==> src/design/arp_responder_with_aging_cache_core_assert.svh <==
// Assertion macros for the ARP responder core.
`ifndef ARP_RESPONDER_WITH_AGING_CACHE_CORE_ASSERT_SVH
`define ARP_RESPONDER_WITH_AGING_CACHE_CORE_ASSERT_SVH

`ifndef ASSERT_OFF

// Same-cycle implication, disabled during reset.
`define ARPC_ASSERT_IMPLIES(label, clk, rst_n, ante, cons) \
    label: assert property (@(posedge clk) disable iff (!(rst_n)) (ante) |-> (cons)) \
        else $error("assertion failed");

// Next-cycle implication, disabled during reset.
`define ARPC_ASSERT_NEXT(label, clk, rst_n, ante, cons) \
    label: assert property (@(posedge clk) disable iff (!(rst_n)) (ante) |=> (cons)) \
        else $error("assertion failed");

`else

`define ARPC_ASSERT_IMPLIES(label, clk, rst_n, ante, cons)
`define ARPC_ASSERT_NEXT(label, clk, rst_n, ante, cons)

`endif

`endif

==> src/design/arpc_pkg.sv <==
// Shared types and constants for the ARP responder core.
`default_nettype none

package arpc_pkg;

    localparam int CACHE_ENTRIES = 16;

    localparam logic [15:0] ETH_IPV4_TYPE = 16'h0800;
    localparam logic [7:0]  MAC_BYTES     = 8'd6;
    localparam logic [15:0] OP_REQUEST    = 16'd1;

    // item kinds
    localparam logic [1:0] KIND_PACKET = 2'd0;
    localparam logic [1:0] KIND_LOOKUP = 2'd1;
    localparam logic [1:0] KIND_TICK   = 2'd2;

    // configuration register indexes
    localparam logic [1:0] CFG_LOCAL_IP  = 2'd0;
    localparam logic [1:0] CFG_LOCAL_MAC = 2'd1;
    localparam logic [1:0] CFG_AGE_LIMIT = 2'd2;

    localparam logic [31:0] AGE_LIMIT_RESET = 32'd300;

    typedef enum logic [1:0] {
        WALK_NONE   = 2'd0,
        WALK_LEARN  = 2'd1,
        WALK_LOOKUP = 2'd2
    } walk_op_t;

    // broadcast to every cell, constant for one walk
    typedef struct packed {
        walk_op_t    op;
        logic [31:0] key_ip;
        logic [47:0] key_mac;
        logic [31:0] now;
        logic [31:0] age_limit;
        logic        commit;
    } cell_cmd_t;

    // walk token handed from cell to cell
    typedef struct packed {
        logic        active;
        logic        found;
        logic        free_seen;
        logic [47:0] mac;
    } cell_tok_t;

endpackage

`default_nettype wire

==> src/design/arpc_cell.sv <==
// One cache entry of the ARP cache chain.
`default_nettype none

module arpc_cell import arpc_pkg::*; (
    input  wire logic      aclk,
    input  wire logic      aresetn,
    input  wire cell_cmd_t cmd,
    input  wire cell_tok_t tok_in,
    output cell_tok_t      tok_out
);

    logic        valid_reg, valid_next;
    logic        claim_reg, claim_next;
    logic [31:0] ip_reg, ip_next;
    logic [47:0] mac_reg, mac_next;
    logic [31:0] stamp_reg, stamp_next;
    cell_tok_t   tok_reg, tok_next;

    logic [31:0] age;
    logic        stale;
    logic        match;

    assign age   = cmd.now - stamp_reg;
    assign stale = age > cmd.age_limit;
    assign match = valid_reg && (ip_reg == cmd.key_ip);

    always_comb begin
        valid_next = valid_reg;
        claim_next = claim_reg;
        ip_next    = ip_reg;
        mac_next   = mac_reg;
        stamp_next = stamp_reg;
        tok_next   = tok_in;

        if (tok_in.active) begin
            claim_next = 1'b0;
            case (cmd.op)
                WALK_LOOKUP: begin
                    if (valid_reg && stale) begin
                        valid_next = 1'b0;
                    end else if (match && !tok_in.found) begin
                        stamp_next     = cmd.now;
                        tok_next.found = 1'b1;
                        tok_next.mac   = mac_reg;
                    end
                end
                WALK_LEARN: begin
                    if (match && !tok_in.found) begin
                        mac_next       = cmd.key_mac;
                        stamp_next     = cmd.now;
                        tok_next.found = 1'b1;
                    end
                    // lowest free slot is claimed, committed at walk end
                    if (!valid_reg && !tok_in.free_seen) begin
                        claim_next         = 1'b1;
                        tok_next.free_seen = 1'b1;
                    end
                end
                default: begin
                end
            endcase
        end else if (cmd.commit && claim_reg) begin
            valid_next = 1'b1;
            claim_next = 1'b0;
            ip_next    = cmd.key_ip;
            mac_next   = cmd.key_mac;
            stamp_next = cmd.now;
        end
    end

    always_ff @(posedge aclk) begin
        if (!aresetn) begin
            valid_reg <= 1'b0;
            claim_reg <= 1'b0;
            tok_reg   <= '0;
        end else begin
            valid_reg <= valid_next;
            claim_reg <= claim_next;
            tok_reg   <= tok_next;
        end
    end

    always_ff @(posedge aclk) begin
        ip_reg    <= ip_next;
        mac_reg   <= mac_next;
        stamp_reg <= stamp_next;
    end

    assign tok_out = tok_reg;

endmodule

`default_nettype wire

==> src/design/arpc_chain.sv <==
// Row of cache cells that the walk token travels through.
`default_nettype none

module arpc_chain import arpc_pkg::*; (
    input  wire logic      aclk,
    input  wire logic      aresetn,
    input  wire cell_cmd_t cmd,
    input  wire cell_tok_t tok_first,
    output cell_tok_t      tok_last
);

    cell_tok_t tok [0:CACHE_ENTRIES];

    assign tok[0] = tok_first;

    for (genvar g = 0; g < CACHE_ENTRIES; g++) begin : g_cell
        arpc_cell u_cell (
            .aclk    (aclk),
            .aresetn (aresetn),
            .cmd     (cmd),
            .tok_in  (tok[g]),
            .tok_out (tok[g + 1])
        );
    end

    assign tok_last = tok[CACHE_ENTRIES];

endmodule

`default_nettype wire

==> config.mk <==
export PLATFORM = sky130hd
export DESIGN_NAME = arpc_chain
export DESIGN_NICKNAME = d
export VERILOG_FILES = /design/src/design/arp_responder_with_aging_cache_core_assert.svh /design/src/design/arpc_pkg.sv /design/src/design/arpc_cell.sv /design/src/design/arpc_chain.sv
export SDC_FILE = /design/constraint.sdc
export NUM_CORES = 2
export LEC_CHECK = 0
export BUFFER_PORTS_ARGS = -buffer_cell sky130_fd_sc_hd__buf_2
export CAP_MARGIN = 20
export CORE_MARGIN = 2
export CORE_UTILIZATION = 35
export CTS_CLUSTER_SIZE = 10
export DETAILED_ROUTE_END_ITERATION = 10
export MAX_ROUTING_LAYER = met4
export PLACE_DENSITY = 0.47
export SYNTH_ARGS = -nofsm -noshare
export SYNTH_HDL_FRONTEND = slang
export SYNTH_SLANG_ARGS = --single-unit
==> constraint.sdc <==
create_clock -name aclk -period 28.2 [get_ports aclk]
set_input_delay 4.23 -clock aclk [delete_from_list [all_inputs] [get_ports aclk]]
set_output_delay 4.23 -clock aclk [all_outputs]
set_load 0.02 [all_outputs]
==> metrics.md <==
| Metric | Value |
|---|---|
| Outcome | finished clean |
| CP endpoint kind | flip-flop |
| Headroom to the max-slew limit | between 10% and 20% |
| Die ar. | around 0.37 mm2 |
| Vertical die dimension | 611 um |
| Combinational fraction of design power | under 10% |
| Fillers | ~35,000 |
| Number of nets with antenna violations after routing | 0 |
| Cells after Synth | 11,300 |
| Flip-flop count of the largest register, all copies and words added | just over 800 |
| Design Area, Final | about 0.15 mm2 |
| Final number of max-transition violations | 0 |
| Total gr overflow | 0 |
| Number of design-rule violations left by the first detailed-router iteration | 6,556 |
| Synth-to-Final Area Change | 13.7% |
| Detailed-routing iteration count for the pre-antenna-repair pass | 8 |
| Sequential fraction of design power | ~47% |
| Total power density per cell area | between 60 and 70 mW/mm2 |
| Required time of the critical path | 28.70 ns |
| Post-route clock period utilization | roughly two fifths |
| Layout cell share with drive strength beyond 1 | under 10% |
| Routability congestion estimate | between 0.9 and 1 |
| Hold-fix buffers, CTS | 0 |
| Via count of the routed design | between 80,000 and 90,000 |
| Count of buffers added by post-CTS timing repair for setup | 0 |
| Maximum clock rate | about 85 MHz |
| Cell taking the most area after synthesis | sky130_fd_sc_hd__edfxtp_1 |
| Clock network power share | a little over two fifths |
| Number of sinks driven by the clock tree | between 2,000 and 3,000 |
| Effective utilization at floorplan | about a third |
| Via count of the first global-routing pass | between 80,000 and 90,000 |
| Primary FF master, synth | sky130_fd_sc_hd__edfxtp_1 |
| Final routed wirelength across all metal layers | 405 mm |
| TritonCTS clock tree | yes |
| Asr flop ratio synth | 0% |
| Switching Share | between 20 and 25% |
| Number of flops mapped to enable cells by yosys | roughly 1,800 |
| WS Path Type | in2reg |
| Site row count | around 220 |
| Switching Power | roughly 2200 uW |
| Max H-tree Level | 5 |
| Average instance area after synthesis | about 11 um2 |
| Final count of negative-setup-slack endpoints | 0 |
| Largest net degree at the start of global routing | between 200 and 250 |
| Post-route minimum period | between 10 and 15 ns |
| Leading cell type in the layout, fill and taps excluded | sky130_fd_sc_hd__edfxtp_1 |
| Maximum capacitance violations | 0 |
| RSZ-0062 raised after global routing | no |
| Total number of nets in the final design | approximately 13,000 |
| Post-synth net total | roughly 13,000 |
| Setup tns final | 0 ns |
| Total core area | around 0.37 mm2 |
| Power Internal | approximately 6700 uW |
| Total count of hold-check failures in the final report | 0 |
| Via density per instance | 5.30 |
| Cell area after synthesis | ~0.13 mm2 |
| CTS-repair resized insts | 0 |
| Clk pin slew, worst setup/hold paths | approximately 0.06 ns |
| First-pass GRT wire length | just under 600 mm |
| Top area cells in the synthesized netlist | sky130_fd_sc_hd__edfxtp_1 42%, sky130_fd_sc_hd__dfxtp_1 13%, sky130_fd_sc_hd__ha_1 9.8% |
| Initial antenna violation count | 23 |
| CTS root buf | sky130_fd_sc_hd__clkbuf_16 |
| Largest voltage drop on the vdd net | 0.0535 mV |
| Number of buffers created by CTS | between 300 and 400 |
| Area after DPL | ~0.14 mm2 |
| Element type at the critical path start | input port |
| Highest fanout seen on the critical path | 49 |
| Maximum buffer depth of the clock tree | 4 |
| IO Count | ~250 |
| Clock network latency to the later pin of the worst-skew pair | approximately 0.93 ns |
| Path category of the worst min-delay check | reg2reg |
| Register bit total from synthesis | 2,640 |
| Data arrival time of the critical path | ~12 ns |
| Total half-perimeter wirelength after legalization and detailed placement | 272 mm |
| Total routing resource utilization after global routing | 21.8% |
| Pleak | 0.0554 uW |
| Ys Warns | 0 |
| Post-DR wirelength/cell | between 20 and 25 um |
| Register area share after synthesis | 54.8% |
| Clock skew after layout | between 0.08 and 0.09 ns |
| Synth unique cells | 89 |
| Least-Margin Pin Slew | 1.21 ns |
| Die Wd | between 600 and 700 um |
| Highest-count cells in the layout ignoring fill and taps | 1,792 x sky130_fd_sc_hd__edfxtp_1, 1,008 x sky130_fd_sc_hd__ha_1, 848 x sky130_fd_sc_hd__dfxtp_1, 821 x sky130_fd_sc_hd__a21oi_1, 713 x sky130_fd_sc_hd__nand2_1 |
| Area share of the largest cell type after synthesis | a little over two fifths |
| DRC viols | 0 |
| IO buf count | 250 |
## area by class of cell
type	count	area [um2]	share of cell area, %
clock inverters	55	523	0.356
well taps	4837	6050	4.12
diodes	10	25.0	0.0170
multi-input cells	7555	54300	37.0
flip-flops and latches	2640	70800	48.2
inverters	709	2670	1.82
clock buffers	517	9180	6.25
repair buffers	501	3260	2.22
## synthesized netlist by cell type, types with 307 or more instances
| cell | n |
|---|---|
| sky130_fd_sc_hd__edfxtp_1 | 1792 |
| sky130_fd_sc_hd__mux2i_1 | 442 |
| sky130_fd_sc_hd__inv_1 | 707 |
| sky130_fd_sc_hd__clkbuf_1 | 307 |
| sky130_fd_sc_hd__o21ai_0 | 560 |
| sky130_fd_sc_hd__a21oi_1 | 823 |
| sky130_fd_sc_hd__dfxtp_1 | 848 |
| sky130_fd_sc_hd__nand3_1 | 435 |
| sky130_fd_sc_hd__nor2_1 | 621 |
| sky130_fd_sc_hd__ha_1 | 1010 |
| sky130_fd_sc_hd__xor2_1 | 383 |
| sky130_fd_sc_hd__a21o_1 | 377 |
| sky130_fd_sc_hd__nand2_1 | 721 |
| sky130_fd_sc_hd__xnor2_1 | 557 |
## worst max-delay path, cell delays in order
cell and delay, ns:
sky130_fd_sc_hd__buf_2 0.09, sky130_fd_sc_hd__buf_4 0.22, sky130_fd_sc_hd__inv_1 0.22, sky130_fd_sc_hd__buf_4 0.38, sky130_fd_sc_hd__ha_1 0.24, sky130_fd_sc_hd__inv_1 0.06, sky130_fd_sc_hd__fa_1 0.40, sky130_fd_sc_hd__a21o_1 0.19
sky130_fd_sc_hd__a31o_2 0.27, sky130_fd_sc_hd__a21oi_1 0.32, sky130_fd_sc_hd__o211ai_1 0.19, sky130_fd_sc_hd__a31oi_1 0.25, sky130_fd_sc_hd__o21bai_1 0.20, sky130_fd_sc_hd__a311oi_1 0.66, sky130_fd_sc_hd__o31ai_1 0.18, sky130_fd_sc_hd__a21oi_1 0.20
sky130_fd_sc_hd__xnor2_1 0.10, sky130_fd_sc_hd__ha_1 0.31, sky130_fd_sc_hd__nand4_1 0.09, sky130_fd_sc_hd__nor2_1 0.66, sky130_fd_sc_hd__nand4_1 0.18, sky130_fd_sc_hd__or4_1 0.68, sky130_fd_sc_hd__nand2_1 0.23, sky130_fd_sc_hd__or2_2 0.14
sky130_fd_sc_hd__buf_4 0.46, sky130_fd_sc_hd__a21oi_1 0.26, sky130_fd_sc_hd__o21ai_4 0.25, sky130_fd_sc_hd__buf_4 0.49
## power by group through the flow
| stage | clock network (uW) | logic [uW] | registers (uW) |
|---|---|---|---|
| floorplan | 0 | 528 | 4230 |
| detailed placement | 0 | 880 | 4230 |
| finish | 3880 | 880 | 4150 |
| global route | 4120 | 973 | 4150 |
| CTS | 3990 | 884 | 4150 |
| global placement | 0 | 866 | 4230 |
## cells by family (layout without fill, tap and decap cells)
kind of cell	count (synthesis)	count (layout)	synth area share (%)
xor gates and xnor gates	940	940	6.38
buffers and inverters	1139	1782	3.50
muxes	443	443	3.43
AOI/OAI and AO/OA	2429	2429	11.6
and+or+nand+nor	2717	2717	10.2
DFF	2640	2640	54.8
other	0	10	0
adders and majority gates	1026	1026	10.0
## metrics by stage
stage / std cells / power, uW / setup WS, ns / util (%) / hold WS, ns
global route: 16800 / 9250 / 16.04 / 39.9 / 0.431
global placement: 16200 / 5100 / 15.45 / 37.2 / 0.425
floorplan: 11300 / 4760 / 16.24 / - / 0.414
finish: 16800 / 8910 / 16.45 / 39.9 / 0.416
CTS: 16800 / 9020 / 16.54 / 39.9 / 0.415
detailed placement: 16200 / 5110 / 15.54 / 37.2 / 0.427
## path summary, 6_finish.rpt
check	start	to	slack, ns	cells past startpoint
setup / recovery	cmd[33]	g_cell[3].u_cell.stamp_reg[11]	16.45	28
hold / removal	g_cell[11].u_cell.mac_reg[25]	g_cell[11].u_cell.tok_out[25]	0.42	2
setup reg to reg	g_cell[1].u_cell.stamp_reg[0]	g_cell[1].u_cell.stamp_reg[5]	20.25	24
hold reg to reg	g_cell[11].u_cell.mac_reg[25]	g_cell[11].u_cell.tok_out[25]	0.42	2
## routing by layer
metal / routed length, um / vias up / GRT usage [%]
li1: - / 42100 / -
met1: 187000 / 44200 / 29.0
met2: 185000 / 2189 / 34.5
met3: 18700 / 641 / 2.63
met4: 15200 / 0 / 7.51
met5: 0 / - / -
(Power assumes the default switching activity.)
